**src/rtl/pwm_timer_setting_calc_defines.svh**
```systemverilog
// Assertion macros shared by the pwm timer setting blocks
`ifndef PWM_TIMER_SETTING_CALC_DEFINES_SVH
`define PWM_TIMER_SETTING_CALC_DEFINES_SVH
`ifndef SYNTH
`define PTS_ASSERT_SAME(label, clk, rst_n, ante, cons) \
    label: assert property (@(posedge clk) disable iff (!rst_n) (ante) |-> (cons)) \
        else $error("pts check failed");
`define PTS_ASSERT_NEXT(label, clk, rst_n, ante, cons) \
    label: assert property (@(posedge clk) disable iff (!rst_n) (ante) |=> (cons)) \
        else $error("pts check failed");
`else
`define PTS_ASSERT_SAME(label, clk, rst_n, ante, cons)
`define PTS_ASSERT_NEXT(label, clk, rst_n, ante, cons)
`endif
`endif

```
**src/rtl/pts_pkg.sv**
```systemverilog
package pts_pkg;
    localparam int unsigned PERIOD_W   = 30;
    localparam int unsigned RES_W      = 16;
    localparam int unsigned CLK_W      = 8;
    localparam int unsigned CHAN_W     = 3;
    localparam int unsigned DUTY_W     = 16;
    localparam int unsigned PRESC_W    = 12;
    localparam int unsigned FIELD_W    = 28;
    localparam int unsigned IDX_W      = 2;
    localparam int unsigned DP_W       = DUTY_W + PERIOD_W;  // duty * period_ns
    localparam int unsigned TICKS_W    = 29;
    localparam int unsigned DIVQ_W     = 13;
    localparam int unsigned DIVK_W     = DIVQ_W + 10;
    localparam int unsigned X_W        = DP_W + CLK_W;
    localparam int unsigned DVD_W      = X_W;
    localparam int unsigned DSR_W      = 32;
    localparam int unsigned NBITS_W    = 6;
    localparam int unsigned NS_PER_US  = 1000;
    localparam logic [TICKS_W-1:0] PERIOD_FLOOR = 29'd3;
    localparam logic [PRESC_W-1:0] PRESCALE_MAX = 12'hFFF;
    localparam logic [FIELD_W-1:0] FIELD_MAX    = 28'hFFF_FFFF;

    // ticks = (period_ns / 1000) * clock + ((period_ns % 1000) * clock) / 1000
    localparam int unsigned KILO_W       = 21;
    localparam int unsigned PREM_W       = 10;
    localparam int unsigned PREMC_W      = PREM_W + CLK_W;
    localparam int unsigned PREMC_Q_W    = 9;
    // exact reciprocals of 1000 for 30-bit and 18-bit dividends
    localparam int unsigned RCP_KILO_W   = 31;
    localparam int unsigned RCP_KILO_SH  = 40;
    localparam int unsigned KILO_PROD_W  = PERIOD_W + RCP_KILO_W;
    localparam logic [RCP_KILO_W-1:0] RCP_KILO = 31'd1099511628;
    localparam int unsigned RCP_PREMC_W  = 19;
    localparam int unsigned RCP_PREMC_SH = 28;
    localparam int unsigned PREMC_PROD_W = PREMC_W + RCP_PREMC_W;
    localparam logic [RCP_PREMC_W-1:0] RCP_PREMC = 19'd268436;
    // exact reciprocal of the 16-bit counter maximum (0xFFFF) for 29-bit ticks;
    // ticks never reach the 32-bit maximum, so that quotient is zero
    localparam int unsigned RCP_NARROW_W  = 30;
    localparam int unsigned RCP_NARROW_SH = 45;
    localparam int unsigned DIVQ_PROD_W   = TICKS_W + RCP_NARROW_W;
    localparam logic [RCP_NARROW_W-1:0] RCP_NARROW = 30'd536879105;

    localparam logic [2:0] REG_PERIOD  = 3'd0;
    localparam logic [2:0] REG_RES     = 3'd1;
    localparam logic [2:0] REG_CLOCK   = 3'd2;
    localparam logic [2:0] REG_WIDE    = 3'd3;
    localparam logic [2:0] REG_CHANNEL = 3'd4;

    typedef struct packed {
        logic [PERIOD_W-1:0] period_ns;
        logic [DP_W-1:0]     dp;
        logic [RES_W-1:0]    res;
        logic [CLK_W-1:0]    clk_mhz;
        logic                wide;
        logic [IDX_W-1:0]    chan_idx;
    } t_item;

    typedef struct packed {
        logic               start;
        logic [DVD_W-1:0]   dividend;
        logic [DSR_W-1:0]   divisor;
        logic [NBITS_W-1:0] nbits;
    } t_div_req;

    typedef struct packed {
        logic             busy;
        logic             done;
        logic [DVD_W-1:0] quot;
    } t_div_rsp;
endpackage

```
**src/rtl/pts_fifo.sv**
```systemverilog
`include "pwm_timer_setting_calc_defines.svh"
module pts_fifo #(
    parameter int unsigned DEPTH = 2
) (
    input  logic           i_clk,
    input  logic           i_rst_n,
    input  logic           i_push,
    input  pts_pkg::t_item i_item,
    output logic           o_full,
    input  logic           i_pop,
    output logic           o_valid,
    output pts_pkg::t_item o_item
);
    import pts_pkg::*;

    localparam int unsigned AW = (DEPTH > 1) ? $clog2(DEPTH) : 1;
    localparam int unsigned CW = $clog2(DEPTH + 1);

    t_item          r_mem [DEPTH];
    logic [AW-1:0]  r_wr;
    logic [AW-1:0]  r_rd;
    logic [CW-1:0]  r_count;

    assign o_full  = (r_count == CW'(DEPTH));
    assign o_valid = (r_count != '0);
    assign o_item  = r_mem[r_rd];

    always_ff @(posedge i_clk) begin
        if (!i_rst_n) begin
            r_wr    <= '0;
            r_rd    <= '0;
            r_count <= '0;
        end else begin
            if (i_push) begin
                r_wr <= (r_wr == AW'(DEPTH - 1)) ? '0 : r_wr + AW'(1);
            end
            if (i_pop) begin
                r_rd <= (r_rd == AW'(DEPTH - 1)) ? '0 : r_rd + AW'(1);
            end
            if (i_push && !i_pop) begin
                r_count <= r_count + CW'(1);
            end else if (i_pop && !i_push) begin
                r_count <= r_count - CW'(1);
            end
        end
    end

    always_ff @(posedge i_clk) begin
        if (i_push) begin
            r_mem[r_wr] <= i_item;
        end
    end

    `PTS_ASSERT_SAME(a_fifo_bound, i_clk, i_rst_n, 1'b1, r_count <= CW'(DEPTH))
    `PTS_ASSERT_SAME(a_fifo_no_ovf, i_clk, i_rst_n, i_push, !o_full)
    `PTS_ASSERT_SAME(a_fifo_no_udf, i_clk, i_rst_n, i_pop, o_valid)
endmodule

```
**config.mk**
```make
export PLATFORM = sky130hd
export DESIGN_NAME = pts_fifo
export DESIGN_NICKNAME = d
export VERILOG_FILES = /design/src/rtl/pts_pkg.sv /design/src/rtl/pts_fifo.sv
export VERILOG_INCLUDE_DIRS = /design/src /design/src/rtl
export SDC_FILE = /design/constraint.sdc
export NUM_CORES = 1
export LEC_CHECK = 0
export BUFFER_PORTS_ARGS = -buffer_cell sky130_fd_sc_hd__buf_2
export CAP_MARGIN = 20
export CORE_ASPECT_RATIO = 1.4
export CORE_MARGIN = 1
export CORE_UTILIZATION = 56
export CTS_CLUSTER_SIZE = 25
export DETAILED_ROUTE_END_ITERATION = 10
export GPL_ROUTABILITY_DRIVEN = 1
export GPL_TIMING_DRIVEN = 0
export PLACE_DENSITY = 0.85
export SLEW_MARGIN = 20
export SYNTH_ARGS = -nofsm -noshare
export SYNTH_HDL_FRONTEND = slang
export SYNTH_SLANG_ARGS = --single-unit
```
**constraint.sdc**
```tcl
create_clock -name i_clk -period 13.2 [get_ports i_clk]
set_input_delay 1.32 -clock i_clk [delete_from_list [all_inputs] [get_ports i_clk]]
set_output_delay 1.32 -clock i_clk [all_outputs]
set_load 0.03 [all_outputs]
```
# [Word level (Yosys, flattened, before mapping)]
# Memories as Yosys holds them, arrays and structs flattened. A register that Yosys moved wholly into a read port is not among the register bits.
# Index checks and enable logic that the tools add are counted.
# W data, S select, Z words.
[word_totals] ff_bits=4 latchBits=0 mem_bits_rw=206 mem_bits_ro=0 output_inout_bits=105 word_cells=23 mem_count=1
[op_classes] n_addsub=4 n_mul=0 div=0 magnitude_cmp=0 n_eq_ne=1 shift=0 mux=8 n_bitwise=0 n_reduce_logical=6
[memory_table] memory="r_mem" words=2 word_bits=103 read_ports=1 rd_clocked_by_memory_dff=1 write_ports=1 line_no="pts_fifo.sv:19" source="t_item r_mem [DEPTH];"
[ops] operator="$mux W1" count=6
[ops] operator="$mux W2" count=2
[ops] operator="$reduce_bool A2 Y1" count=2
[ops] operator="$add A1 B1 Y1 const B" count=2
[ops] operator="$add A2 B1 Y2 const B" count=1
[ops] operator="$eq A2 B2 Y1 const B" count=1
[ops] operator="$logic_and A1 B1 Y1" count=2
[ops] operator="$logic_not A1 Y1" count=2
[ops] operator="$sub A2 B1 Y2 const B" count=1

# [Logic depth before layout (Yosys ltp)]
[depth] depth_word=4 mapped_depth=5 ltp_nobuf=5

# [Worst setup path after synthesis]
# OpenSTA, ideal clock, no wires.
[synth_timing] path_kind="in2reg" from="in i_push" to="mem r_mem[0][0] in the netlist's numbering, enable pin" t_arrival_ns=5.831 required_time_ns=12.622 path_slack_ns=6.790 stages=1 path_buffers=0 path_cell_list="nor2b_1"
[synth_between] elab_chain_len=2
[synth_rtl] element="start, declared" line_no="pts_fifo.sv:7" source="input logic i_push,"
[synth_rtl] element="$mux W1" line_no="pts_fifo.sv:49" source="if (i_push) begin"
[synth_rtl] element="$mux W1 (not written as such)" line_no="pts_fifo.sv:50" source="r_mem[r_wr] <= i_item;"
[synth_rtl] element="end, declared" line_no="pts_fifo.sv:19"
# Every way passes these cells.

==> impl_metrics.csv <==
group,metric,value,unit
status,outcome,"completed",
drt,drt-vias-per-instance,5.11,
drt,drt_iter0_drc,136,
worst_setup_path,setup.worst_path.class,"flop to output port",
timing,finalHoldViolCount,0,
drt,wl_met2,7740,um
logic_synthesis,synth_top_family_by_area,"multiplexers",
drt,vias,3965,
power_and_ir_drop,p_total,1.51,mW
logic_synthesis,syn_inst,342,
grt,grt_pass1_vias,4352,
placed_design,post-dp-hpwl,9800,um
drt,wl_met1,4800,um
power_and_ir_drop,pwr_density_cell,156,nW/um2
drt,highest_layer,"met5",
grt,grt_max_degree,55,
timing,fin_worst_skew,0.0153,ns
cells_and_area,drive_gt1_share,49.4,%
logic_synthesis,synth.avg_cell_area,22.4,um2
cts,insertion_delay,0.47,ns
logic_synthesis,yosys.area_share.xor_xnor,0.343,%
timing,tightest_slew,0.712,ns
floorplanning,ios,212,
cts,cts_resized,0,
hold_path,holdCritPathClass,"flop to flop",
logic_synthesis,synthAdderAreaFrac,0.163,%
logic_synthesis,synth-simple-area-share,0.734,%
worst_setup_path,worstPathMaxFanout,10,
cells_and_area,final_cell_mix,"buf_2 (214), edfxtp_1 (206), mux2_1 (70), mux2_2 (33), clkbuf_16 (19)",
floorplanning,start_util,57.3,%
placed_design,dpl.cell_count,740,
drt,drt_first_pass_iters,4,
worst_setup_path,crit_path_end_kind,"output port",
run,drv_cap,0,
cells_and_area,instances_no_fill,776,
cells_and_area,nets,687,
worst_setup_path,worstRegToRegCells,2,
logic_synthesis,ys_types,18,
drt,routed_wl,14100,um
worst_setup_path,start_kind,"flop",
worst_setup_path,critical_path.endpoint,"o_item[52]",
logic_synthesis,synth.net_count,450,
worst_setup_path,r2r_slack,11.44,ns
worst_setup_path,reg2reg_to,"r_mem[1][34]",
logic_synthesis,yosysWarnings,0,
timing,post-route-period-util,23.6,%
power_and_ir_drop,cellLeakagePower,3.69,nW
floorplanning,die_h,140,um
drt,routedWlPerCell,18.2,um
cts,htree_levels,1,
cells_and_area,syn_to_final_growth,26.3,%
cts,clock_sinks,211,
cts,cts_tree,"built",
timing,max_freq,321,MHz
worst_setup_path,crit_arrival,1.79,ns
grt,grt_usage,20.1,%
worst_setup_path,timing.rr.start,"r_wr",
cts,cts_setup_buffers,0,
drt,postRouteAntennaNets,0,
cells_and_area,layout_commonest_cell,"buf_2",
cts,cts.path.max_buffers,3,
timing,finalSetupViolCount,0,
logic_synthesis,syn-cell-area,7670,um2
logic_synthesis,synthMuxAreaShare,15.1,%
logic_synthesis,ys_seq_area_share,82.0,%
cts,cts_hold_buf,0,
timing,tns,0,ns
cts,cts_made_buffers,19,
logic_synthesis,synth_compound_area_share,0.261,%
placed_design,port_buffers,211,
timing,min_period,3.11,ns
worst_setup_path,critPathRequiredTime,11.88,ns
logic_synthesis,ys_seq_elements,211,
drt,drc,0,
placed_design,place_congestion,0.685,
floorplanning,die_w,101,um
grt,grt_antenna_before_repair,4,
grt,grt-ovfl-total,0,
floorplanning,core_region_area,13400,um2
timing,report.final.slew_viol_count,0,
drt,met3WireLength,1000,um
floorplanning,die_area,14200,um2
floorplanning,rows,50,
timing,rsz0062_at_grt,"false",
cts,clockRootBuffer,"clkbuf_16",
grt,grt_pass1_wl,21300,um
power_and_ir_drop,peakVddDrop,0.133,mV
timing,slew_headroom,52.5,%
cts,clkTransAtPathRegs,0.07,ns
==> worst min-delay path by stage <==
| stage | startpoint | end | slack (ns) | cells after the start |
|---|---|---|---|---|
| 3_3_place_gp | r_count[1] | r_count[1] | 0.47 | 2 |
| 2_1_floorplan | r_count[1] | r_count[1] | 0.46 | 2 |
| 3_5_place_dp | r_count[1] | r_count[1] | 0.53 | 2 |
| 4_1_cts | r_count[1] | r_count[1] | 0.54 | 2 |
| 5_1_grt | r_count[1] | r_count[1] | 0.58 | 2 |
| 6_report | r_count[1] | r_count[1] | 0.54 | 2 |
==> layout make-up <==
| cell class | count | area [um2] |
|---|---|---|
| flip-flops and latches | 211 | 6290 |
| fillers | 887 | 3710 |
| multi-input cells | 119 | 1280 |
| repair buffers | 216 | 1170 |
| clock buffers | 22 | 497 |
| well taps | 182 | 228 |
| clock inverters | 11 | 103 |
| plain buffers | 11 | 101 |
| diodes | 3 | 7.51 |
| inverters | 1 | 3.75 |
==> cell usage after synthesis <==
cell type  number  area (um2)
and2_1          4        25.0
xor2_1          2        17.5
dfxtp_1         5         100
edfxtp_1      206        6190
o21a_1          1        7.51
or3_1           1        6.26
buf_4           1        7.51
xnor2_1         1        8.76
buf_2           3        15.0
ha_1            1        12.5
mux2_1         70         788
a21boi_1        1        7.51
mux2_2         33         372
buf_6           7        78.8
or2_2           1        6.26
nor2b_1         3        18.8
inv_1           1        3.75
o21ai_0         1        5.00
==> power breakdown <==
group	switching [mW]	total (mW)	internal [mW]	leakage (nW)
combinational	0.130	0.202	0.0719	1.41
clock	0.216	0.524	0.308	0.302
sequential	0.00875	0.783	0.774	1.97
total	0.355	1.51	1.15	3.69
==> critical path, stage by stage, from the launching register on <==
cell,delay [ns]
dfxtp_1,0.36
buf_4,0.24
buf_6,0.19
mux2_1,0.35
buf_2,0.19
==> cells by family after synthesis <==
| kind of cell | Yosys count |
|---|---|
| AOI/OAI and AO/OA | 3 |
| xor gates and xnor gates | 3 |
| adders and majority gates | 1 |
| buffers and inverters | 12 |
| DFF | 211 |
| muxes | 103 |
| and+or+nand+nor | 9 |
==> layer usage <==
metal | up-vias | GRT usage [%]
met5 | - | 0
met1 | 1923 | 20.9
met2 | 162 | 37.1
met4 | 2 | 9.15
li1 | 1835 | -
met3 | 43 | 5.34
==> registers in the layout, summed over array words and instances (netlist names), named ones only <==
name	flops
r_rd	1
r_wr	1
r_count	2
r_mem	206
==> metrics by stage <==
step / hold slack [ns] / utilization, % / area, um2 / setup WS, ns
4_1_cts: 0.538 / 72.3 / 9670 / 10.03
3_3_place_gp: 0.472 / 66.9 / 8950 / 4.61
5_1_grt: 0.579 / 72.3 / 9670 / 9.96
6_report: 0.535 / 72.3 / 9680 / 10.09
3_5_place_dp: 0.525 / 67.8 / 9070 / 10.38
2_1_floorplan: 0.461 / - / 7670 / 6.79
(Power assumes the default switching activity.)
