[config.mk]
export PLATFORM = sky130hd
export DESIGN_NAME = pts_div
export DESIGN_NICKNAME = d
export VERILOG_FILES = /design/src/rtl/pwm_timer_setting_calc_defines.svh /design/src/rtl/pts_pkg.sv /design/src/rtl/pts_div.sv
export SDC_FILE = /design/constraint.sdc
export NUM_CORES = 1
export LEC_CHECK = 0
export BUFFER_PORTS_ARGS = -buffer_cell sky130_fd_sc_hd__buf_2
export CAP_MARGIN = 15
export CORE_MARGIN = 2
export CORE_UTILIZATION = 60
export CTS_BUF_LIST = sky130_fd_sc_hd__clkbuf_2
export DETAILED_ROUTE_END_ITERATION = 6
export PLACE_DENSITY = 0.92
export SKIP_CTS_REPAIR_TIMING = 1
export SYNTH_ARGS = -nofsm -noshare
export SYNTH_HDL_FRONTEND = slang
export SYNTH_SLANG_ARGS = --single-unit
[constraint.sdc]
create_clock -name i_clk -period 5.3 [get_ports i_clk]
set_input_delay 0.795 -clock i_clk [delete_from_list [all_inputs] [get_ports i_clk]]
set_output_delay 0.795 -clock i_clk [all_outputs]
set_load 0.01 [all_outputs]
[src/rtl/pwm_timer_setting_calc_defines.svh]
// Assertion macros shared by the pwm timer setting blocks
`ifndef PWM_TIMER_SETTING_CALC_DEFINES_SVH
`define PWM_TIMER_SETTING_CALC_DEFINES_SVH
`ifndef SYNTH
`define PTS_ASSERT_SAME(label, clk, rst_n, ante, cons) \
    label: assert property (@(posedge clk) disable iff (!rst_n) (ante) |-> (cons)) \
        else $error("pts check failed");
`define PTS_ASSERT_NEXT(label, clk, rst_n, ante, cons) \
    label: assert property (@(posedge clk) disable iff (!rst_n) (ante) |=> (cons)) \
        else $error("pts check failed");
`else
`define PTS_ASSERT_SAME(label, clk, rst_n, ante, cons)
`define PTS_ASSERT_NEXT(label, clk, rst_n, ante, cons)
`endif
`endif

[src/rtl/pts_pkg.sv]
package pts_pkg;
    localparam int unsigned PERIOD_W   = 30;
    localparam int unsigned RES_W      = 16;
    localparam int unsigned CLK_W      = 8;
    localparam int unsigned CHAN_W     = 3;
    localparam int unsigned DUTY_W     = 16;
    localparam int unsigned PRESC_W    = 12;
    localparam int unsigned FIELD_W    = 28;
    localparam int unsigned IDX_W      = 2;
    localparam int unsigned DP_W       = DUTY_W + PERIOD_W;  // duty * period_ns
    localparam int unsigned TICKS_W    = 29;
    localparam int unsigned DIVQ_W     = 13;
    localparam int unsigned DIVK_W     = DIVQ_W + 10;
    localparam int unsigned X_W        = DP_W + CLK_W;
    localparam int unsigned DVD_W      = X_W;
    localparam int unsigned DSR_W      = 32;
    localparam int unsigned NBITS_W    = 6;
    localparam int unsigned NS_PER_US  = 1000;
    localparam logic [TICKS_W-1:0] PERIOD_FLOOR = 29'd3;
    localparam logic [PRESC_W-1:0] PRESCALE_MAX = 12'hFFF;
    localparam logic [FIELD_W-1:0] FIELD_MAX    = 28'hFFF_FFFF;

    // ticks = (period_ns / 1000) * clock + ((period_ns % 1000) * clock) / 1000
    localparam int unsigned KILO_W       = 21;
    localparam int unsigned PREM_W       = 10;
    localparam int unsigned PREMC_W      = PREM_W + CLK_W;
    localparam int unsigned PREMC_Q_W    = 9;
    // exact reciprocals of 1000 for 30-bit and 18-bit dividends
    localparam int unsigned RCP_KILO_W   = 31;
    localparam int unsigned RCP_KILO_SH  = 40;
    localparam int unsigned KILO_PROD_W  = PERIOD_W + RCP_KILO_W;
    localparam logic [RCP_KILO_W-1:0] RCP_KILO = 31'd1099511628;
    localparam int unsigned RCP_PREMC_W  = 19;
    localparam int unsigned RCP_PREMC_SH = 28;
    localparam int unsigned PREMC_PROD_W = PREMC_W + RCP_PREMC_W;
    localparam logic [RCP_PREMC_W-1:0] RCP_PREMC = 19'd268436;
    // exact reciprocal of the 16-bit counter maximum (0xFFFF) for 29-bit ticks;
    // ticks never reach the 32-bit maximum, so that quotient is zero
    localparam int unsigned RCP_NARROW_W  = 30;
    localparam int unsigned RCP_NARROW_SH = 45;
    localparam int unsigned DIVQ_PROD_W   = TICKS_W + RCP_NARROW_W;
    localparam logic [RCP_NARROW_W-1:0] RCP_NARROW = 30'd536879105;

    localparam logic [2:0] REG_PERIOD  = 3'd0;
    localparam logic [2:0] REG_RES     = 3'd1;
    localparam logic [2:0] REG_CLOCK   = 3'd2;
    localparam logic [2:0] REG_WIDE    = 3'd3;
    localparam logic [2:0] REG_CHANNEL = 3'd4;

    typedef struct packed {
        logic [PERIOD_W-1:0] period_ns;
        logic [DP_W-1:0]     dp;
        logic [RES_W-1:0]    res;
        logic [CLK_W-1:0]    clk_mhz;
        logic                wide;
        logic [IDX_W-1:0]    chan_idx;
    } t_item;

    typedef struct packed {
        logic               start;
        logic [DVD_W-1:0]   dividend;
        logic [DSR_W-1:0]   divisor;
        logic [NBITS_W-1:0] nbits;
    } t_div_req;

    typedef struct packed {
        logic             busy;
        logic             done;
        logic [DVD_W-1:0] quot;
    } t_div_rsp;
endpackage

[src/rtl/pts_div.sv]
module pts_div (
    input  logic              i_clk,
    input  logic              i_rst_n,
    input  pts_pkg::t_div_req i_req,
    output pts_pkg::t_div_rsp o_rsp
);
    import pts_pkg::*;

    logic               r_busy;
    logic               r_done;
    logic [NBITS_W-1:0] r_cnt;
    logic [DVD_W-1:0]   r_dvd;
    logic [DSR_W-1:0]   r_dsr;
    logic [DSR_W-1:0]   r_rem;
    logic [DVD_W-1:0]   r_quot;
    logic [DSR_W:0]     trial;
    logic               ge;
    logic [DSR_W:0]     diff;

    assign trial = {r_rem, r_dvd[DVD_W-1]};
    assign ge    = (trial >= {1'b0, r_dsr});
    assign diff  = trial - {1'b0, r_dsr};

    assign o_rsp.busy = r_busy;
    assign o_rsp.done = r_done;
    assign o_rsp.quot = r_quot;

    always_ff @(posedge i_clk) begin
        if (!i_rst_n) begin
            r_busy <= 1'b0;
            r_done <= 1'b0;
            r_cnt  <= '0;
        end else begin
            r_done <= 1'b0;
            if (i_req.start && !r_busy) begin
                r_busy <= 1'b1;
                r_cnt  <= i_req.nbits;
            end else if (r_busy) begin
                r_cnt <= r_cnt - NBITS_W'(1);
                if (r_cnt == NBITS_W'(1)) begin
                    r_busy <= 1'b0;
                    r_done <= 1'b1;
                end
            end
        end
    end

    // one quotient bit per cycle, dividend enters MSB first
    always_ff @(posedge i_clk) begin
        if (i_req.start && !r_busy) begin
            r_dvd  <= i_req.dividend;
            r_dsr  <= i_req.divisor;
            r_rem  <= '0;
            r_quot <= '0;
        end else if (r_busy) begin
            r_dvd  <= {r_dvd[DVD_W-2:0], 1'b0};
            r_rem  <= ge ? diff[DSR_W-1:0] : trial[DSR_W-1:0];
            r_quot <= {r_quot[DVD_W-2:0], ge};
        end
    end
endmodule

# ---- Yosys cells after proc, flatten, opt, wreduce, memory -nomap -nowiden
# Cells that the tools add are included.
dict set report op_classes {
  addsub 2
  order_cmp 1
  n_eq_ne 1
  mux 9
  n_bitwise 2
  reduce_logical 4
}
# cell count
set ops {}
lappend ops {{$mux W54} 2}
lappend ops {{$ge A33 B32 Y1} 1}
lappend ops {{$mux W32} 1}
lappend ops {{$sub A32 B32 Y32} 1}
lappend ops {{$mux W6} 2}
lappend ops {{$eq A6 B1 Y1 const B} 1}
lappend ops {{$sub A6 B1 Y6 const B} 1}
lappend ops {{$mux W1} 4}
lappend ops {{$reduce_or A3 Y1} 1}
lappend ops {{$not A1 Y1} 2}
lappend ops {{$reduce_bool A2 Y1} 1}
lappend ops {{$logic_and A1 B1 Y1} 1}
lappend ops {{$logic_not A1 Y1} 1}
dict set report word_totals {
  register_bits 180
  out_inout_bits 56
  word_cells 26
}

# ---- Logic depth before layout (Yosys ltp)
# Gate-level depths: netlist (run 1).
dict set report logic_depth {
  ltp_word 4
  ltp_mapped 13
  mapped_depth_nobuf 11
}

# ---- Worst setup path after synthesis (run 1)
# OpenSTA, ideal clock, no wires.
dict set report synth_path {
  kind {input to register}
  start {in i_req[92] (netlist name)}
  end {reg r_dvd[45] (data pin)}
  setup_ns 0.261
  arrival_time_ns 2.826
  required_ns 5.039
  setup_slack_ns 2.213
  path_stages 4
  cell_sequence {clkbuf_1 -> nor2b_1 -> buf_1 -> mux2_2}
}
dict set report synth_between {
  elab_chain_cells 2
}
# element line_no
set synth_lines {}
lappend synth_lines {{from (decl)} pts_div.sv:4} ;# input pts_pkg::t_div_req i_req,
lappend synth_lines {{$logic_and A1 B1 Y1} pts_div.sv:50} ;# if (i_req.start && !r_busy) begin
lappend synth_lines {{$mux W54} pts_div.sv:50}
lappend synth_lines {{to (signal assigned)} pts_div.sv:51} ;# r_dvd <= i_req.dividend;
lappend synth_lines {{to (signal assigned)} pts_div.sv:56} ;# r_dvd <= {r_dvd[DVD_W-2:0], 1'b0};
lappend synth_lines {{to (decl)} pts_div.sv:12} ;# logic [DVD_W-1:0] r_dvd;
# No other way between the ends.
# A chain may end at the register's enable or synchronous reset.

# ---- Final worst setup path (run 1)
dict set report layout_path {
  start {reg r_dsr[1]}
  end {reg r_rem[25]}
}
dict set report layout_between {
  elab_chain_cells 2
}
# element line_no
set layout_lines {}
lappend layout_lines {{from (decl)} pts_div.sv:13} ;# logic [DSR_W-1:0] r_dsr;
lappend layout_lines {{from (signal assigned)} pts_div.sv:52} ;# r_dsr <= i_req.divisor;
lappend layout_lines {{$sub A32 B32 Y32 or $ge A33 B32 Y1 (tied branches)} {pts_div.sv:22, pts_div.sv:21}}
lappend layout_lines {{$mux W32 (*)} pts_div.sv:57} ;# r_rem <= ge ? diff[DSR_W-1:0] : trial[DSR_W-1:0];
lappend layout_lines {{to (signal assigned)} pts_div.sv:57}
lappend layout_lines {{to (decl)} pts_div.sv:14} ;# logic [DSR_W-1:0] r_rem;
# Mark *: on every way between the ends. The rest lies on a longest branch, timed or not.

==> results of run 1 <==
[metrics by stage]
| stage | hold slack, ns | setup slack (ns) |
|---|---|---|
| finish | 0.1989 | 1.648 |
| global route | 0.1046 | 1.398 |
| CTS | 0.1451 | 1.684 |
| detailed placement | 0.4635 | 1.734 |
| global placement | 0.4571 | 1.849 |
| floorplan | 0.4633 | 2.213 |
[critical path, stage by stage, from the launching register on]
cell and delay [ns]:
edfxtp_1 0.46, inv_1 0.06, ha_1 0.29, nor2b_1 0.18
o2111ai_1 0.15, a211o_1 0.33, a211o_1 0.33, o211ai_2 0.26
a2111o_2 0.64, buf_4 0.46, nand2_2 0.19, o221ai_2 0.25
[synthesized netlist by cell type, types with 16 or more instances]
cell	number	area, um2
xnor2_1	16	140.1
nand3_1	32	160.2
a21oi_1	34	170.2
inv_1	45	168.9
nor2_1	25	93.84
ha_1	34	425.4
dfxtp_1	94	1882
nand2b_1	57	356.6
nand2_1	144	540.5
o21ai_0	73	365.4
clkbuf_1	38	142.6
edfxtp_1	86	2582
mux2_2	53	596.8
o211ai_2	23	287.8
[cells by family (layout without fill, tap and decap cells)]
logic type,count (synthesis),count (layout),synth area share
other,0,3,0
flip-flops,180,180,0.4948
buffers and inverters,97,232,0.04646
multiplexers,60,60,0.07391
XOR/XNOR,28,28,0.02718
adder cells (fa/ha/maj),35,35,0.04937
AO/OA/AOI/OAI,187,187,0.1471
AND/OR/NAND/NOR,307,307,0.1611
[registers in the layout (all words and copies together) (netlist names)]
name    cells
r_cnt       6
r_done      1
r_dsr      32
r_rem      32
r_quot     54
r_dvd      54
r_busy      1
[power breakdown]
part           internal, mW  switching (mW)
combinational         0.589           0.837
clock                 0.320           0.489
sequential             1.66           0.131
total                  2.57            1.46
[metal layers]
layer	part of all wire	vias to the layer above	routed length [um]	global-route usage
met5	0	-	0	0
met2	0.48	190	9214	0.4020
met4	0.014	0	272	0.06529
met1	0.44	3216	8377	0.3002
li1	-	3401	-	-
met3	0.065	26	1235	0.07507
[worst max-delay path by stage]
stage,endpoint,slack (ns),from,cells past startpoint
floorplan,r_dvd[45],2.21,i_req[92],4
CTS,r_rem[25],1.68,r_dsr[1],11
detailed placement,r_rem[25],1.73,r_dsr[1],11
global placement,r_rem[27],1.85,r_dsr[1],11
global route,r_rem[29],1.40,r_dsr[1],11
finish,r_rem[25],1.65,r_dsr[1],11
[area by class of cell]
cell class	instances	share of cell area
Clock buffer	18	0.008902
Clock inverter	14	0.02015
Tap cell	184	0.02275
Inverter	45	0.01669
Timing Repair Buffer	155	0.07913
Sequential cell	180	0.4415
Multi-Input combinational cell	617	0.4101
Antenna cell	3	0.0007418
==> results.py, run 1 <==
metrics = {
    "flow_run": {
        "maxCapViolations": 0,
    },
    "setup_path": {
        "reg2reg_depth": 11,
        "start_kind": "flop",
        "critPathMaxFanout": 33,
        "r2r_slack_ns": 1.65,
        "crit_type": "flop to flop",
        "endpoint_kind": "flop",
        "worstReg2RegStart": "r_dsr[1]",
        "worstPathArrival_ns": 4.34,
        "timing.rr.end": "r_rem[25]",
        "required_ns": 5.98,
    },
    "synth": {
        "synth.distinct_cells": 58,
        "ys.flop_type": "dfxtp_1",
        "synth_edf_count": 86,
        "yosys_warnings": 0,
        "synth-seq-cells": 180,
        "synthArstFlopShare": 0,
        "avgSynthCellArea_um2": 10.09,
        "synth_area_um2": 9022,
        "synth_nets": 1024,
        "seq_area_frac_synth": 0.4948,
        "synthCells": 894,
    },
    "layout": {
        "nFillCells": 1123,
        "area_growth_pct": 12.16,
        "register_area_um2": 4468,
        "utilization": 0.6937,
        "final_nets": 1146,
        "final_area_um2": 10120,
        "final_cells": 1216,
        "multi_input_area_um2": 4150,
        "final_common_cell": "buf_2",
        "drive_gt1_frac": 0.2682,
        "layout_common_cells": "buf_2, nand2_1, dfxtp_1",
    },
    "routing": {
        "via_per_inst": 5.619,
        "first_pass_iters": 5,
        "num_vias": 6833,
        "drt_iter0_markers": 484,
        "drc": 0,
        "wire_per_inst_um": 15.71,
        "totalWireLength_um": 19100,
        "ant_nets": 0,
    },
    "floorplanning": {
        "dieHeight_um": 126.6,
        "die-width_um": 126.6,
        "rows": 44,
        "core-area_um2": 14590,
        "ios": 151,
        "start_util": 0.6184,
        "dieArea_um2": 16030,
    },
    "cts": {
        "clk_pin_slew_ns": 0.26,
        "numCtsBuffers": 17,
        "clockBufferDepth": 2,
        "cts_tree": "done",
        "clock_latency_ns": 0.74,
        "ctsRootBufferMaster": "clkbuf_2",
        "htreeDepth": 4,
        "cts_sinks": 180,
    },
    "sta": {
        "setup_viol": 0,
        "finalCritPeriodShare": 0.6891,
        "fmax_ghz": 0.2738,
        "hold_viol": 0,
        "fin_tns_setup_ns": 0,
        "rsz0062_at_grt": "no",
        "slew_headroom": 0.2682,
        "drv_slew": 0,
        "period_needed_ns": 3.652,
        "fin_worst_skew_ns": 0.02732,
        "worst_pin_slew_ns": 1.098,
    },
    "placement": {
        "port_buffers": 150,
        "placed_area_um2": 9818,
        "dpl.hpwl_um": 13320,
        "dp.cells": 1181,
        "gp_congestion": 0.9098,
    },
    "power_and_ir_drop": {
        "powerDensity_nw_per_um2": 397.6,
        "vdd_ir_drop_max_mv": 0.2463,
        "p_leak_nw": 4.313,
        "finalPower_mw": 4.023,
    },
    "global_routing": {
        "antenna_found_initial": 3,
        "grt_pass1_vias": 6570,
        "grt_max_degree": 119,
        "grt-ovfl-total": 0,
        "grt_pass1_wl_um": 30920,
        "grt_use_total": 0.2394,
    },
    "hold_path": {
        "hp-class": "input port to flop",
        "min_delay_path_depth": 1,
        "min_to": "r_dsr[10]",
        "hp-start": "i_req[16]",
    },
    "status": {
        "status": "finished, final reports clean",
    },
}
No activity file was read; power rests on OpenSTA's default activity.
==> run 2: changes to the inputs <==
CORE_UTILIZATION = 53   (was 60)
PLACE_DENSITY = 0.87   (was 0.92)
clock period = 3.2 ns   (was 5.3 ns; I/O delays follow)
==> results.py, run 2 (synthesis gave the netlist of run 1 again) <==
metrics = {
    "setup_path": {
        "endpoint_kind": "flop",
        "critPathMaxFanout": 7,
        "start_kind": "flop",
        "r2r_slack_ns": 0.08,
        "reg2reg_depth": 11,
        "timing.rr.end": "r_rem[12]",
        "required_ns": 3.89,
        "worstPathArrival_ns": 3.82,
        "worstReg2RegStart": "r_dsr[18]",
        "crit_type": "flop to flop",
    },
    "hold_path": {
        "hp-start": "i_req[4]",
        "min_delay_path_depth": 5,
        "min_to": "r_cnt[4]",
        "hp-class": "input port to flop",
    },
    "routing": {
        "drc": 0,
        "wire_per_inst_um": 15.81,
        "first_pass_iters": 6,
        "via_per_inst": 5.407,
        "ant_nets": 0,
        "totalWireLength_um": 21410,
        "num_vias": 7321,
        "drt_iter0_markers": 600,
    },
    "floorplanning": {
        "dieHeight_um": 134.5,
        "core-area_um2": 16580,
        "ios": 151,
        "start_util": 0.5441,
        "die-width_um": 134.5,
        "rows": 47,
        "dieArea_um2": 18080,
    },
    "global_routing": {
        "grt_use_total": 0.2135,
        "grt-ovfl-total": 0,
        "grt_pass1_vias": 6641,
        "grt_max_degree": 90,
        "grt_pass1_wl_um": 31130,
        "antenna_found_initial": 1,
    },
    "layout": {
        "reg_top3": "r_dvd (54), r_quot (54)",
        "drive_gt1_frac": 0.2560,
        "nFillCells": 1306,
        "area_growth_pct": 23.96,
        "final_nets": 1250,
        "final_common_cell": "buf_2",
        "layout_common_cells": "buf_2, nand2_1, dfxtp_1",
    },
    "flow_run": {
        "maxCapViolations": 0,
    },
    "sta": {
        "fin_worst_skew_ns": 0.03358,
        "worst_pin_slew_ns": 1.119,
        "period_needed_ns": 3.124,
        "setup_viol": 0,
        "hold_slack_ns": 0.09102,
        "setup_slack_ns": 0.07585,
        "slew_headroom": 0.2543,
        "finalCritPeriodShare": 0.9763,
        "drv_slew": 0,
        "hold_viol": 0,
        "fmax_ghz": 0.3201,
    },
    "power_and_ir_drop": {
        "combPwrFrac": 0.381,
        "vdd_ir_drop_max_mv": 0.3349,
        "powerDensity_nw_per_um2": 621.6,
        "internal_power_mw": 4.338,
        "seqPwrFrac": 0.425,
        "p_leak_nw": 4.769,
        "p_clk_frac": 0.194,
        "swShare": 0.3761,
        "power.switching_mw": 2.615,
    },
    "status": {
        "status": "finished, final reports clean",
    },
    "placement": {
        "dpl.hpwl_um": 13270,
        "port_buffers": 150,
        "dp_slack_ns": 0.1934,
        "gp_congestion": 0.8917,
    },
    "cts": {
        "cts_sinks": 180,
        "clockBufferDepth": 2,
        "clk_pin_slew_ns": 0.29,
        "cts_tree": "done",
        "numCtsBuffers": 17,
        "ctsRootBufferMaster": "clkbuf_2",
        "clock_latency_ns": 0.78,
        "htreeDepth": 4,
    },
}
-- run 2: how the worst max path moves through the flow --
stage                          from        end
after CTS                  r_dsr[1]  r_rem[29]
final                     r_dsr[18]  r_rem[12]
after global placement    r_dsr[18]   r_rem[0]
after global routing      r_dsr[21]  r_rem[12]
after detailed placement   r_dsr[1]  r_rem[29]
after floorplan           i_req[92]  r_dvd[45]
-- run 2: routing by layer --
metal	routed length, um	share of wire	GRT usage
met1	9216	0.43	0.2713
met2	10750	0.50	0.3484
met3	1122	0.052	0.06381
met4	313	0.015	0.07485
met5	0	0	0
-- run 2: power groups by stage --
stage | clock, mW | sequential, mW | combinational, mW
after floorplan | 0 | 2.93 | 1.99
after global placement | 0 | 2.98 | 2.33
after detailed placement | 0 | 2.99 | 2.41
after CTS | 1.37 | 2.94 | 2.42
after global routing | 1.46 | 2.99 | 2.91
final | 1.35 | 2.95 | 2.65
-- run 2: stage by stage --
stage	setup TNS [ns]	std cells	utilization	power, mW	instance area (um2)
after global routing	-0.03365	1354	0.6744	7.362	11180
after global placement	0	1224	0.5979	5.311	9916
after floorplan	0	894	-	4.914	9022
after detailed placement	0	1224	0.5979	5.396	9916
after CTS	0	1256	0.6155	6.733	10210
final	0	1354	0.6744	6.952	11180
-- run 2: cell type report --
type	instances	area, um2	area share
Multi-Input combinational cell	618	4177	0.3734
Clock inverter	15	206.4	0.01846
Clock buffer	17	85.08	0.007607
Antenna cell	1	2.502	0.0002237
Tap cell	220	275.3	0.02461
Timing Repair Buffer	258	1802	0.1611
Sequential cell	180	4468	0.3995
Inverter	45	168.9	0.01510
-- run 2: worst max-delay path, cell delays in order (launching register included) --
cell and delay [ns]:
edfxtp_1 0.39, inv_1 0.04, ha_1 0.37, a21o_1 0.22
a21o_1 0.20, a211oi_2 0.30, o22a_1 0.26, o211ai_4 0.13
a2111o_2 0.55, buf_4 0.17, or2_0 0.20, a32o_1 0.24
