[src/rtl/pwm_timer_setting_calc_defines.svh]
// Assertion macros shared by the pwm timer setting blocks
`ifndef PWM_TIMER_SETTING_CALC_DEFINES_SVH
`define PWM_TIMER_SETTING_CALC_DEFINES_SVH
`ifndef SYNTH
`define PTS_ASSERT_SAME(label, clk, rst_n, ante, cons) \
    label: assert property (@(posedge clk) disable iff (!rst_n) (ante) |-> (cons)) \
        else $error("pts check failed");
`define PTS_ASSERT_NEXT(label, clk, rst_n, ante, cons) \
    label: assert property (@(posedge clk) disable iff (!rst_n) (ante) |=> (cons)) \
        else $error("pts check failed");
`else
`define PTS_ASSERT_SAME(label, clk, rst_n, ante, cons)
`define PTS_ASSERT_NEXT(label, clk, rst_n, ante, cons)
`endif
`endif

[src/rtl/pts_pkg.sv]
package pts_pkg;
    localparam int unsigned PERIOD_W   = 30;
    localparam int unsigned RES_W      = 16;
    localparam int unsigned CLK_W      = 8;
    localparam int unsigned CHAN_W     = 3;
    localparam int unsigned DUTY_W     = 16;
    localparam int unsigned PRESC_W    = 12;
    localparam int unsigned FIELD_W    = 28;
    localparam int unsigned IDX_W      = 2;
    localparam int unsigned DP_W       = DUTY_W + PERIOD_W;  // duty * period_ns
    localparam int unsigned TICKS_W    = 29;
    localparam int unsigned DIVQ_W     = 13;
    localparam int unsigned DIVK_W     = DIVQ_W + 10;
    localparam int unsigned X_W        = DP_W + CLK_W;
    localparam int unsigned DVD_W      = X_W;
    localparam int unsigned DSR_W      = 32;
    localparam int unsigned NBITS_W    = 6;
    localparam int unsigned NS_PER_US  = 1000;
    localparam logic [TICKS_W-1:0] PERIOD_FLOOR = 29'd3;
    localparam logic [PRESC_W-1:0] PRESCALE_MAX = 12'hFFF;
    localparam logic [FIELD_W-1:0] FIELD_MAX    = 28'hFFF_FFFF;

    // ticks = (period_ns / 1000) * clock + ((period_ns % 1000) * clock) / 1000
    localparam int unsigned KILO_W       = 21;
    localparam int unsigned PREM_W       = 10;
    localparam int unsigned PREMC_W      = PREM_W + CLK_W;
    localparam int unsigned PREMC_Q_W    = 9;
    // exact reciprocals of 1000 for 30-bit and 18-bit dividends
    localparam int unsigned RCP_KILO_W   = 31;
    localparam int unsigned RCP_KILO_SH  = 40;
    localparam int unsigned KILO_PROD_W  = PERIOD_W + RCP_KILO_W;
    localparam logic [RCP_KILO_W-1:0] RCP_KILO = 31'd1099511628;
    localparam int unsigned RCP_PREMC_W  = 19;
    localparam int unsigned RCP_PREMC_SH = 28;
    localparam int unsigned PREMC_PROD_W = PREMC_W + RCP_PREMC_W;
    localparam logic [RCP_PREMC_W-1:0] RCP_PREMC = 19'd268436;
    // exact reciprocal of the 16-bit counter maximum (0xFFFF) for 29-bit ticks;
    // ticks never reach the 32-bit maximum, so that quotient is zero
    localparam int unsigned RCP_NARROW_W  = 30;
    localparam int unsigned RCP_NARROW_SH = 45;
    localparam int unsigned DIVQ_PROD_W   = TICKS_W + RCP_NARROW_W;
    localparam logic [RCP_NARROW_W-1:0] RCP_NARROW = 30'd536879105;

    localparam logic [2:0] REG_PERIOD  = 3'd0;
    localparam logic [2:0] REG_RES     = 3'd1;
    localparam logic [2:0] REG_CLOCK   = 3'd2;
    localparam logic [2:0] REG_WIDE    = 3'd3;
    localparam logic [2:0] REG_CHANNEL = 3'd4;

    typedef struct packed {
        logic [PERIOD_W-1:0] period_ns;
        logic [DP_W-1:0]     dp;
        logic [RES_W-1:0]    res;
        logic [CLK_W-1:0]    clk_mhz;
        logic                wide;
        logic [IDX_W-1:0]    chan_idx;
    } t_item;

    typedef struct packed {
        logic               start;
        logic [DVD_W-1:0]   dividend;
        logic [DSR_W-1:0]   divisor;
        logic [NBITS_W-1:0] nbits;
    } t_div_req;

    typedef struct packed {
        logic             busy;
        logic             done;
        logic [DVD_W-1:0] quot;
    } t_div_rsp;
endpackage

[src/rtl/pts_back.sv]
`include "pwm_timer_setting_calc_defines.svh"
module pts_back (
    input  logic                          i_clk,
    input  logic                          i_rst_n,
    input  logic                          i_item_valid,
    input  pts_pkg::t_item                i_item,
    output logic                          o_pop,
    output pts_pkg::t_div_req             o_div_req,
    input  pts_pkg::t_div_rsp             i_div_rsp,
    output logic                          o_valid,
    input  logic                          i_stall,
    output logic [pts_pkg::PRESC_W-1:0]   o_prescale_value,
    output logic [pts_pkg::FIELD_W-1:0]   o_reload_value,
    output logic [pts_pkg::FIELD_W-1:0]   o_compare_value,
    output logic [pts_pkg::IDX_W-1:0]     o_channel_index
);
    import pts_pkg::*;

    localparam logic [3:0] S_IDLE   = 4'd0;
    localparam logic [3:0] S_KILO   = 4'd1;
    localparam logic [3:0] S_SPLIT  = 4'd2;
    localparam logic [3:0] S_REMCLK = 4'd3;
    localparam logic [3:0] S_TICKS  = 4'd4;
    localparam logic [3:0] S_DIVQ   = 4'd5;
    localparam logic [3:0] S_PSTART = 4'd6;
    localparam logic [3:0] S_PER    = 4'd7;
    localparam logic [3:0] S_PNS    = 4'd8;
    localparam logic [3:0] S_XST    = 4'd9;
    localparam logic [3:0] S_PUL    = 4'd10;
    localparam logic [3:0] S_OUT    = 4'd11;

    logic [3:0]          r_state, n_state;
    t_item               r_item;
    logic [KILO_W-1:0]   r_kilo;
    logic [PREM_W-1:0]   r_prem;
    logic [TICKS_W-1:0]  r_kclk;
    logic [PREMC_W-1:0]  r_premc;
    logic [TICKS_W-1:0]  r_ticks;
    logic [DIVQ_W-1:0]   r_div;
    logic [DIVK_W-1:0]   r_divk;
    logic [TICKS_W-1:0]  r_per;
    logic [X_W-1:0]      r_x;
    logic [X_W-1:0]      r_pul;
    logic                r_ovalid;
    logic [PRESC_W-1:0]  r_presc;
    logic [FIELD_W-1:0]  r_reload;
    logic [FIELD_W-1:0]  r_cmp;
    logic [IDX_W-1:0]    r_idx;

    logic [KILO_PROD_W-1:0]  kilo_prod;
    logic [PERIOD_W-1:0]     prem_full;
    logic [PREMC_PROD_W-1:0] premc_prod;
    logic [DIVQ_PROD_W-1:0]  divq_prod;
    logic [DIVQ_W-1:0]   div_next;
    logic [TICKS_W-1:0]  per_fl;
    logic [X_W-1:0]      cmp_raw;
    logic [TICKS_W-1:0]  reload_raw;
    logic [DIVQ_W-1:0]   presc_raw;
    logic                out_load;
    logic                waiting;

    assign kilo_prod  = KILO_PROD_W'(r_item.period_ns) * KILO_PROD_W'(RCP_KILO);
    assign prem_full  = r_item.period_ns - PERIOD_W'(r_kilo) * PERIOD_W'(NS_PER_US);
    assign premc_prod = PREMC_PROD_W'(r_premc) * PREMC_PROD_W'(RCP_PREMC);
    assign divq_prod  = DIVQ_PROD_W'(r_ticks) * DIVQ_PROD_W'(RCP_NARROW);
    assign div_next   = r_item.wide ? DIVQ_W'(1)
                                    : divq_prod[RCP_NARROW_SH +: DIVQ_W] + DIVQ_W'(1);
    assign per_fl   = (r_per < PERIOD_FLOOR) ? PERIOD_FLOOR : r_per;
    assign out_load = (r_state == S_OUT) && (!r_ovalid || !i_stall);
    assign o_pop    = (r_state == S_IDLE) && i_item_valid;
    assign waiting  = (r_state == S_PER) || (r_state == S_PNS) || (r_state == S_PUL);

    always_comb begin
        n_state           = r_state;
        o_div_req.start    = 1'b0;
        o_div_req.dividend = '0;
        o_div_req.divisor  = '0;
        o_div_req.nbits    = '0;
        unique case (r_state)
            S_IDLE: begin
                if (i_item_valid) begin
                    n_state = S_KILO;
                end
            end
            S_KILO:   n_state = S_SPLIT;
            S_SPLIT:  n_state = S_REMCLK;
            S_REMCLK: n_state = S_TICKS;
            S_TICKS:  n_state = S_DIVQ;
            S_DIVQ:   n_state = S_PSTART;
            S_PSTART: begin
                o_div_req.start    = 1'b1;
                o_div_req.dividend = {r_ticks, (DVD_W - TICKS_W)'(0)};
                o_div_req.divisor  = DSR_W'(r_div);
                o_div_req.nbits    = NBITS_W'(TICKS_W);
                n_state            = S_PER;
            end
            S_PER: begin
                if (i_div_rsp.done) begin
                    o_div_req.start    = 1'b1;
                    o_div_req.dividend = {r_item.dp, (DVD_W - DP_W)'(0)};
                    o_div_req.divisor  = DSR_W'(r_item.res);
                    o_div_req.nbits    = NBITS_W'(DP_W);
                    n_state            = S_PNS;
                end
            end
            S_PNS: begin
                if (i_div_rsp.done) begin
                    n_state = S_XST;
                end
            end
            S_XST: begin
                // pulse = pulse_ns * clock_mhz / (divider * 1000)
                o_div_req.start    = 1'b1;
                o_div_req.dividend = r_x;
                o_div_req.divisor  = DSR_W'(r_divk);
                o_div_req.nbits    = NBITS_W'(X_W);
                n_state            = S_PUL;
            end
            S_PUL: begin
                if (i_div_rsp.done) begin
                    n_state = S_OUT;
                end
            end
            S_OUT: begin
                if (out_load) begin
                    n_state = S_IDLE;
                end
            end
            default: n_state = S_IDLE;
        endcase
    end

    always_comb begin
        presc_raw  = r_div - DIVQ_W'(1);
        reload_raw = per_fl - TICKS_W'(1);
        priority if (r_pul == '0) begin
            cmp_raw = '0;
        end else if (r_pul >= X_W'(per_fl)) begin
            cmp_raw = X_W'(per_fl);
        end else begin
            cmp_raw = r_pul - X_W'(1);
        end
    end

    always_ff @(posedge i_clk) begin
        if (!i_rst_n) begin
            r_state  <= S_IDLE;
            r_ovalid <= 1'b0;
        end else begin
            r_state <= n_state;
            if (out_load) begin
                r_ovalid <= 1'b1;
            end else if (!i_stall) begin
                r_ovalid <= 1'b0;
            end
        end
    end

    always_ff @(posedge i_clk) begin
        if (o_pop) begin
            r_item <= i_item;
        end
        if (r_state == S_KILO) begin
            r_kilo <= kilo_prod[RCP_KILO_SH +: KILO_W];
        end
        if (r_state == S_SPLIT) begin
            r_prem <= prem_full[PREM_W-1:0];
            r_kclk <= TICKS_W'(r_kilo) * TICKS_W'(r_item.clk_mhz);
        end
        if (r_state == S_REMCLK) begin
            r_premc <= PREMC_W'(r_prem) * PREMC_W'(r_item.clk_mhz);
        end
        if (r_state == S_TICKS) begin
            r_ticks <= r_kclk + TICKS_W'(premc_prod[RCP_PREMC_SH +: PREMC_Q_W]);
        end
        if (r_state == S_DIVQ) begin
            r_div <= div_next;
        end
        if (r_state == S_PSTART) begin
            r_divk <= DIVK_W'(r_div) * DIVK_W'(NS_PER_US);
        end
        if (r_state == S_PER && i_div_rsp.done) begin
            r_per <= i_div_rsp.quot[TICKS_W-1:0];
        end
        if (r_state == S_PNS && i_div_rsp.done) begin
            r_x <= X_W'(i_div_rsp.quot[DP_W-1:0]) * X_W'(r_item.clk_mhz);
        end
        if (r_state == S_PUL && i_div_rsp.done) begin
            r_pul <= i_div_rsp.quot;
        end
        if (out_load) begin
            r_presc  <= (presc_raw > DIVQ_W'(PRESCALE_MAX)) ? PRESCALE_MAX
                                                            : presc_raw[PRESC_W-1:0];
            r_reload <= (reload_raw > TICKS_W'(FIELD_MAX)) ? FIELD_MAX
                                                           : reload_raw[FIELD_W-1:0];
            r_cmp    <= (cmp_raw > X_W'(FIELD_MAX)) ? FIELD_MAX : cmp_raw[FIELD_W-1:0];
            r_idx    <= r_item.chan_idx;
        end
    end

    assign o_valid          = r_ovalid;
    assign o_prescale_value = r_presc;
    assign o_reload_value   = r_reload;
    assign o_compare_value  = r_cmp;
    assign o_channel_index  = r_idx;

    `PTS_ASSERT_SAME(a_idle_div_free, i_clk, i_rst_n, r_state == S_IDLE, !i_div_rsp.busy)
    `PTS_ASSERT_SAME(a_done_expected, i_clk, i_rst_n, i_div_rsp.done, waiting)
    `PTS_ASSERT_NEXT(a_load_shows, i_clk, i_rst_n, out_load, o_valid)
endmodule

[config.mk]
export PLATFORM = sky130hd
export DESIGN_NAME = pts_back
export DESIGN_NICKNAME = d
export VERILOG_FILES = /design/src/rtl/pts_pkg.sv /design/src/rtl/pts_back.sv
export VERILOG_INCLUDE_DIRS = /design/src /design/src/rtl
export SDC_FILE = /design/constraint.sdc
export NUM_CORES = 2
export LEC_CHECK = 0
export ABC_AREA = 1
export BUFFER_PORTS_ARGS = -buffer_cell sky130_fd_sc_hd__buf_2
export CORE_ASPECT_RATIO = 1.75
export CORE_MARGIN = 2
export CORE_UTILIZATION = 45
export DETAILED_ROUTE_END_ITERATION = 10
export HOLD_SLACK_MARGIN = 0.12
export PLACE_DENSITY_LB_ADDON = 0.08
export RECOVER_POWER = 25
export SLEW_MARGIN = 25
export SYNTH_ARGS = -nofsm -noshare
export SYNTH_HDL_FRONTEND = slang
export SYNTH_SLANG_ARGS = --single-unit
[constraint.sdc]
create_clock -name i_clk -period 12.03 [get_ports i_clk]
set_clock_uncertainty 0.1 [all_clocks]
set_input_delay 1.8045 -clock i_clk [delete_from_list [all_inputs] [get_ports i_clk]]
set_output_delay 1.8045 -clock i_clk [all_outputs]
set_load 0.03 [all_outputs]
# == After elaboration in Yosys (flattened, before gate mapping) ==
# Cells that the tools add are included.
# classes
n_mul,8
shifts,0
bitwise_logic,0
add_sub_neg,6
muxes,13
n_lt_le_gt_ge,5
n_div,0
eq_ne,17
n_reduce_logical,11
# op_table
op,count
$pmux W93 S3,1
$mux W54,2
$mux W93,1
$mul A30 B29 Y59 const B,1
$mul A29 B30 Y58 const B,1
$ge A54 B29 Y1,1
$gt A54 B28 Y1 const B,1
$logic_not A54 Y1,1
$mul A46 B8 Y54,1
$sub A54 B1 Y54 const B,1
$pmux W4 S12,1
$mul A18 B17 Y35 const B,1
$add A29 B9 Y29,1
$gt A29 B28 Y1 const B,1
$lt A29 B2 Y1 const B,1
$mul A21 B8 Y29,1
$mux W29,1
$sub A29 B1 Y29 const B,1
$mul A21 B7 Y7 const B,1
$mul A13 B7 Y20 const B,1
$mux W4,5
$mul A10 B8 Y18,1
$eq A4 B3 Y1 const B,4
$eq A4 B4 Y1 const B,4
other kinds (14),25
# word_totals
ramBits,0
wordCells,82
latch_bits,0
romBits,0
memories,0
out_inout_bits,165
inputBits,163
regBits,455

# == Longest topological paths before layout ==
# logic_depth
depth_word,6
ltp_mapped,33
ltp_nobuf,33

# == Least setup slack after synthesis ==
# Ideal clock, no wire load.
# synth_path
path_kind,input -> output
start,input i_item_valid
end,output o_pop
path_slack_ns,0.740
n_path_buf,0
arrival_ns,9.386
stages,2
cell_sequence,inv_1 > nor3_1
# synth_between
elab_chain_len,1
# synth_rtl
element,line_no,source
"start, declared",pts_back.sv:5,"input logic i_item_valid,"
$logic_and A1 B1 Y1,pts_back.sv:70,assign o_pop = (r_state == S_IDLE) && i_item_valid;
"end, declared",pts_back.sv:7,"output logic o_pop,"
# Every way passes these cells.

# == Final worst setup path ==
# layout_path
start,register r_premc[8]
end,"register r_ticks[28], data pin"
# layout_between
elab_chain_len,2
# layout_rtl
element,line_no,source
"start, declared",pts_back.sv:37,logic [PREMC_W-1:0] r_premc;
"start signal, assigned",pts_back.sv:171,r_premc <= PREMC_W'(r_prem) * PREMC_W'(r_item.clk_mhz);
$mul A18 B17 Y35,pts_back.sv:64,assign premc_prod = PREMC_PROD_W'(r_premc) * PREMC_PROD_W'(RCP_PREMC);
$add A29 B9 Y29,pts_back.sv:174,r_ticks <= r_kclk + TICKS_W'(premc_prod[RCP_PREMC_SH +: PREMC_Q_W]);
"end signal, assigned",pts_back.sv:174,
"end, declared",pts_back.sv:38,logic [TICKS_W-1:0] r_ticks;
# Every way passes these cells.
# A chain may end at the register's enable or synchronous reset.

==> flow_summary.yaml <==
clock_network:
  post_cts_buffers: 0
  cts_tree: "done"
  post_cts_resized: 0
  numCtsBuffers: 52
  cts_hold_buf: 0
  clkSlewWorstSetupHoldPaths_ns: 0.07
  clk_latency_ns: 0.67
  clockBufferDepth: 3
  cts.sinks: 455
  cts_root_buf: "clkbuf_16"
  htreeDepth: 2
floorplanning:
  start_util: 0.453
  die_h_um: 501
  die_area_mm2: 0.144
  die_w_um: 288
  pin_count: 328
  core_mm2: 0.141
  row_count: 182
sta:
  finalHoldViolations: 0
  min_period_ns: 8.25
  finalSetupViolations: 0
  fmax_mhz: 121
  slew_headroom: -0.240
  tightest_slew_ns: 1.86
  drv_slew: 102
  tns_ns: 0
  grt_setup_unrepaired: "no"
  finalCritPeriodShare: 0.686
worst_setup_path:
  cpMaxStageDelayCell: "edfxtp_1"
  end_kind: "register"
  critPathArrivalTime_ns: 8.56
  cp_max_fo: 6
  max_stage_delay_ns: 0.60
  critPathKind: "register to register"
  startpoint_type: "register"
  required_ns: 12.34
  ff2ff_path_depth: 32
  cpMostUsedCell: "inv_1"
status:
  violations: "capacitance limit, slew limit"
  status: "complete, but fails checks"
placement:
  place_area_mm2: 0.0669
  numPortBuffers: 317
  hpwlAfterDp_um: 171000
  gp_congestion: 0.964
global_routing:
  grt_max_degree: 67
  grtUsageTotal: 0.284
  grt_pass1_wl_um: 306000
  antenna_found_initial: 17
  gr-total-overflow: 0
  grt_pass1_vias: 53400
layout:
  drive_above_1_share: 0.0577
  n_fill_cell: 13700
  areaGrowthSynthToFinish_pct: 7.82
  stdcell_area_mm2: 0.0686
  nets: 9346
routing:
  routed_wirelength_um: 201000
  remaining_drc_errors: 0
  wl_per_cell_um: 21.5
  drtIter0Drc: 2240
  detail-route-antenna-nets: 0
  dr_total_vias: 48700
  vias_per_cell: 5.21
  firstDrtPassIters: 5
min_path:
  holdPathStages: 0
  hold_path.class: "register to register"
synthesis:
  synthFlopType: "edfxtp_1"
  synth-seq-cells: 455
  ys_seq_area_frac: 0.214
  synth_edf_count: 450
  synth.cell_area_mm2: 0.0636
  yosysWarnings: 0
  async_flop_share: 0
  synthDistinctLibCells: 60
  avgSynthCellArea_um2: 8.78
  synth_cells: 7243
run:
  maxCapViolCount: 4
[layer usage]
metal | vias to the layer above | track usage | share of wire
met1 | 24000 | 0.265 | 0.33
met4 | 2 | 0.185 | 0.075
met3 | 531 | 0.0224 | 0.032
li1 | 23000 | - | -
met2 | 1231 | 0.574 | 0.57
met5 | - | 0 | 0.000065
[cell type report]
| cell class | count | area (µm²) | share of cell area |
|---|---|---|---|
| clock inverters | 36 | 333 | 0.00485 |
| well taps | 1840 | 2300 | 0.0336 |
| diodes | 13 | 32.5 | 0.000474 |
| clock buffers | 56 | 1340 | 0.0195 |
| flip-flops and latches | 455 | 13600 | 0.199 |
| repair buffers | 354 | 1780 | 0.0260 |
| multi-input cells | 4817 | 42500 | 0.619 |
| inverters | 1785 | 6700 | 0.0977 |
[through the flow]
step	setup slack, ns	instances	hold WS [ns]	util
4_1_cts	3.72	9343	0.331	0.488
2_1_floorplan	0.740	7251	0.300	-
3_3_place_gp	3.66	9251	0.319	0.476
3_5_place_dp	3.76	9251	0.315	0.476
6_report	3.78	9356	0.326	0.488
5_1_grt	3.18	9353	0.350	0.488
[placed cells by master, fill, tap and decap left out, drive strengths merged, types with 38 or more instances in the layout]
cell / instances
a21oi: 294
ha: 921
nor2: 421
inv: 1791
xnor2: 81
xor2: 144
nand4: 72
a31oi: 38
nand2: 1403
nand3: 157
fa: 797
o211ai: 60
buf: 300
clkbuf: 110
edfxtp: 450
o21ai: 173
nor3: 65
[worst paths after layout]
kind | start | to | slack [ns]
worst min register to register | r_item[0]$_DFFE_PP_ | o_channel_index[0]$_DFFE_PP_ | 0.33
worst min-delay path | r_item[0]$_DFFE_PP_ | o_channel_index[0]$_DFFE_PP_ | 0.33
worst max register to register | r_premc[8]$_DFFE_PP_ | r_ticks[28]$_DFFE_PP_ | 3.78
worst max-delay path | r_premc[8]$_DFFE_PP_ | r_ticks[28]$_DFFE_PP_ | 3.78
[sequential cells by signal (all words and copies together) (netlist names)]
name	count
o_prescale_value	12
r_ticks	29
r_pul	54
r_item	103
r_x	54
r_prem	10
r_divk	20
r_premc	18
r_kilo	21
o_reload_value	28
r_div	13
r_per	29
o_valid	1
r_kclk	29
r_state	4
o_compare_value	28
o_channel_index	2
[synth_stat cells, types with 3 or more instances]
cell,instances,area (µm²)
a211oi_1,7,52.6
a21boi_0,9,67.6
a21o_1,37,278
a21oi_1,294,1470
a221oi_1,3,26.3
a22o_1,20,175
a31oi_1,38,238
and2_1,3,18.8
and3_1,9,56.3
buf_1,21,78.8
buf_4,11,82.6
buf_6,4,45.0
clkbuf_1,85,319
clkbuf_2,71,355
dfxtp_1,5,100
edfxtp_1,450,13500
fa_1,797,16000
ha_1,921,11500
inv_1,1781,6690
nand2_1,1389,5210
nand2_2,13,81.3
nand3_1,155,776
nand3b_1,7,52.6
nand4_1,70,438
nor2_1,410,1540
nor2_2,8,50.1
nor2_4,3,33.8
nor3_1,63,315
nor4_1,23,144
o211ai_1,59,443
o21a_1,19,143
o21ai_0,172,861
o21bai_1,14,105
o221ai_1,5,43.8
o31ai_1,9,67.6
or2_2,4,25.0
xnor2_1,81,709
xor2_1,144,1260
[cell families (layout without fill, tap and decap cells)]
logic type      after synthesis  count (layout)  share of synthesized area
compound gates              696             696                     0.0639
flops                       455             455                      0.214
other cells                   1              22                  0.0000590
xor+xnor                    225             225                     0.0310
fa+ha+maj                  1718            1718                      0.432
buf+inv                    1979            2231                      0.120
simple gates               2169            2169                      0.139
[critical path, delay by kind of cell, from the launching register on]
family	cells	cell delay, ns
compound gates	8	1.72
xor+xnor	2	0.49
fa+ha+maj	8	3.33
buf+inv	7	0.49
flops	1	0.60
simple gates	7	1.28
Power is not shown: default switching activity piles up to over one toggle a cycle in this logic, so the estimate is an artifact.
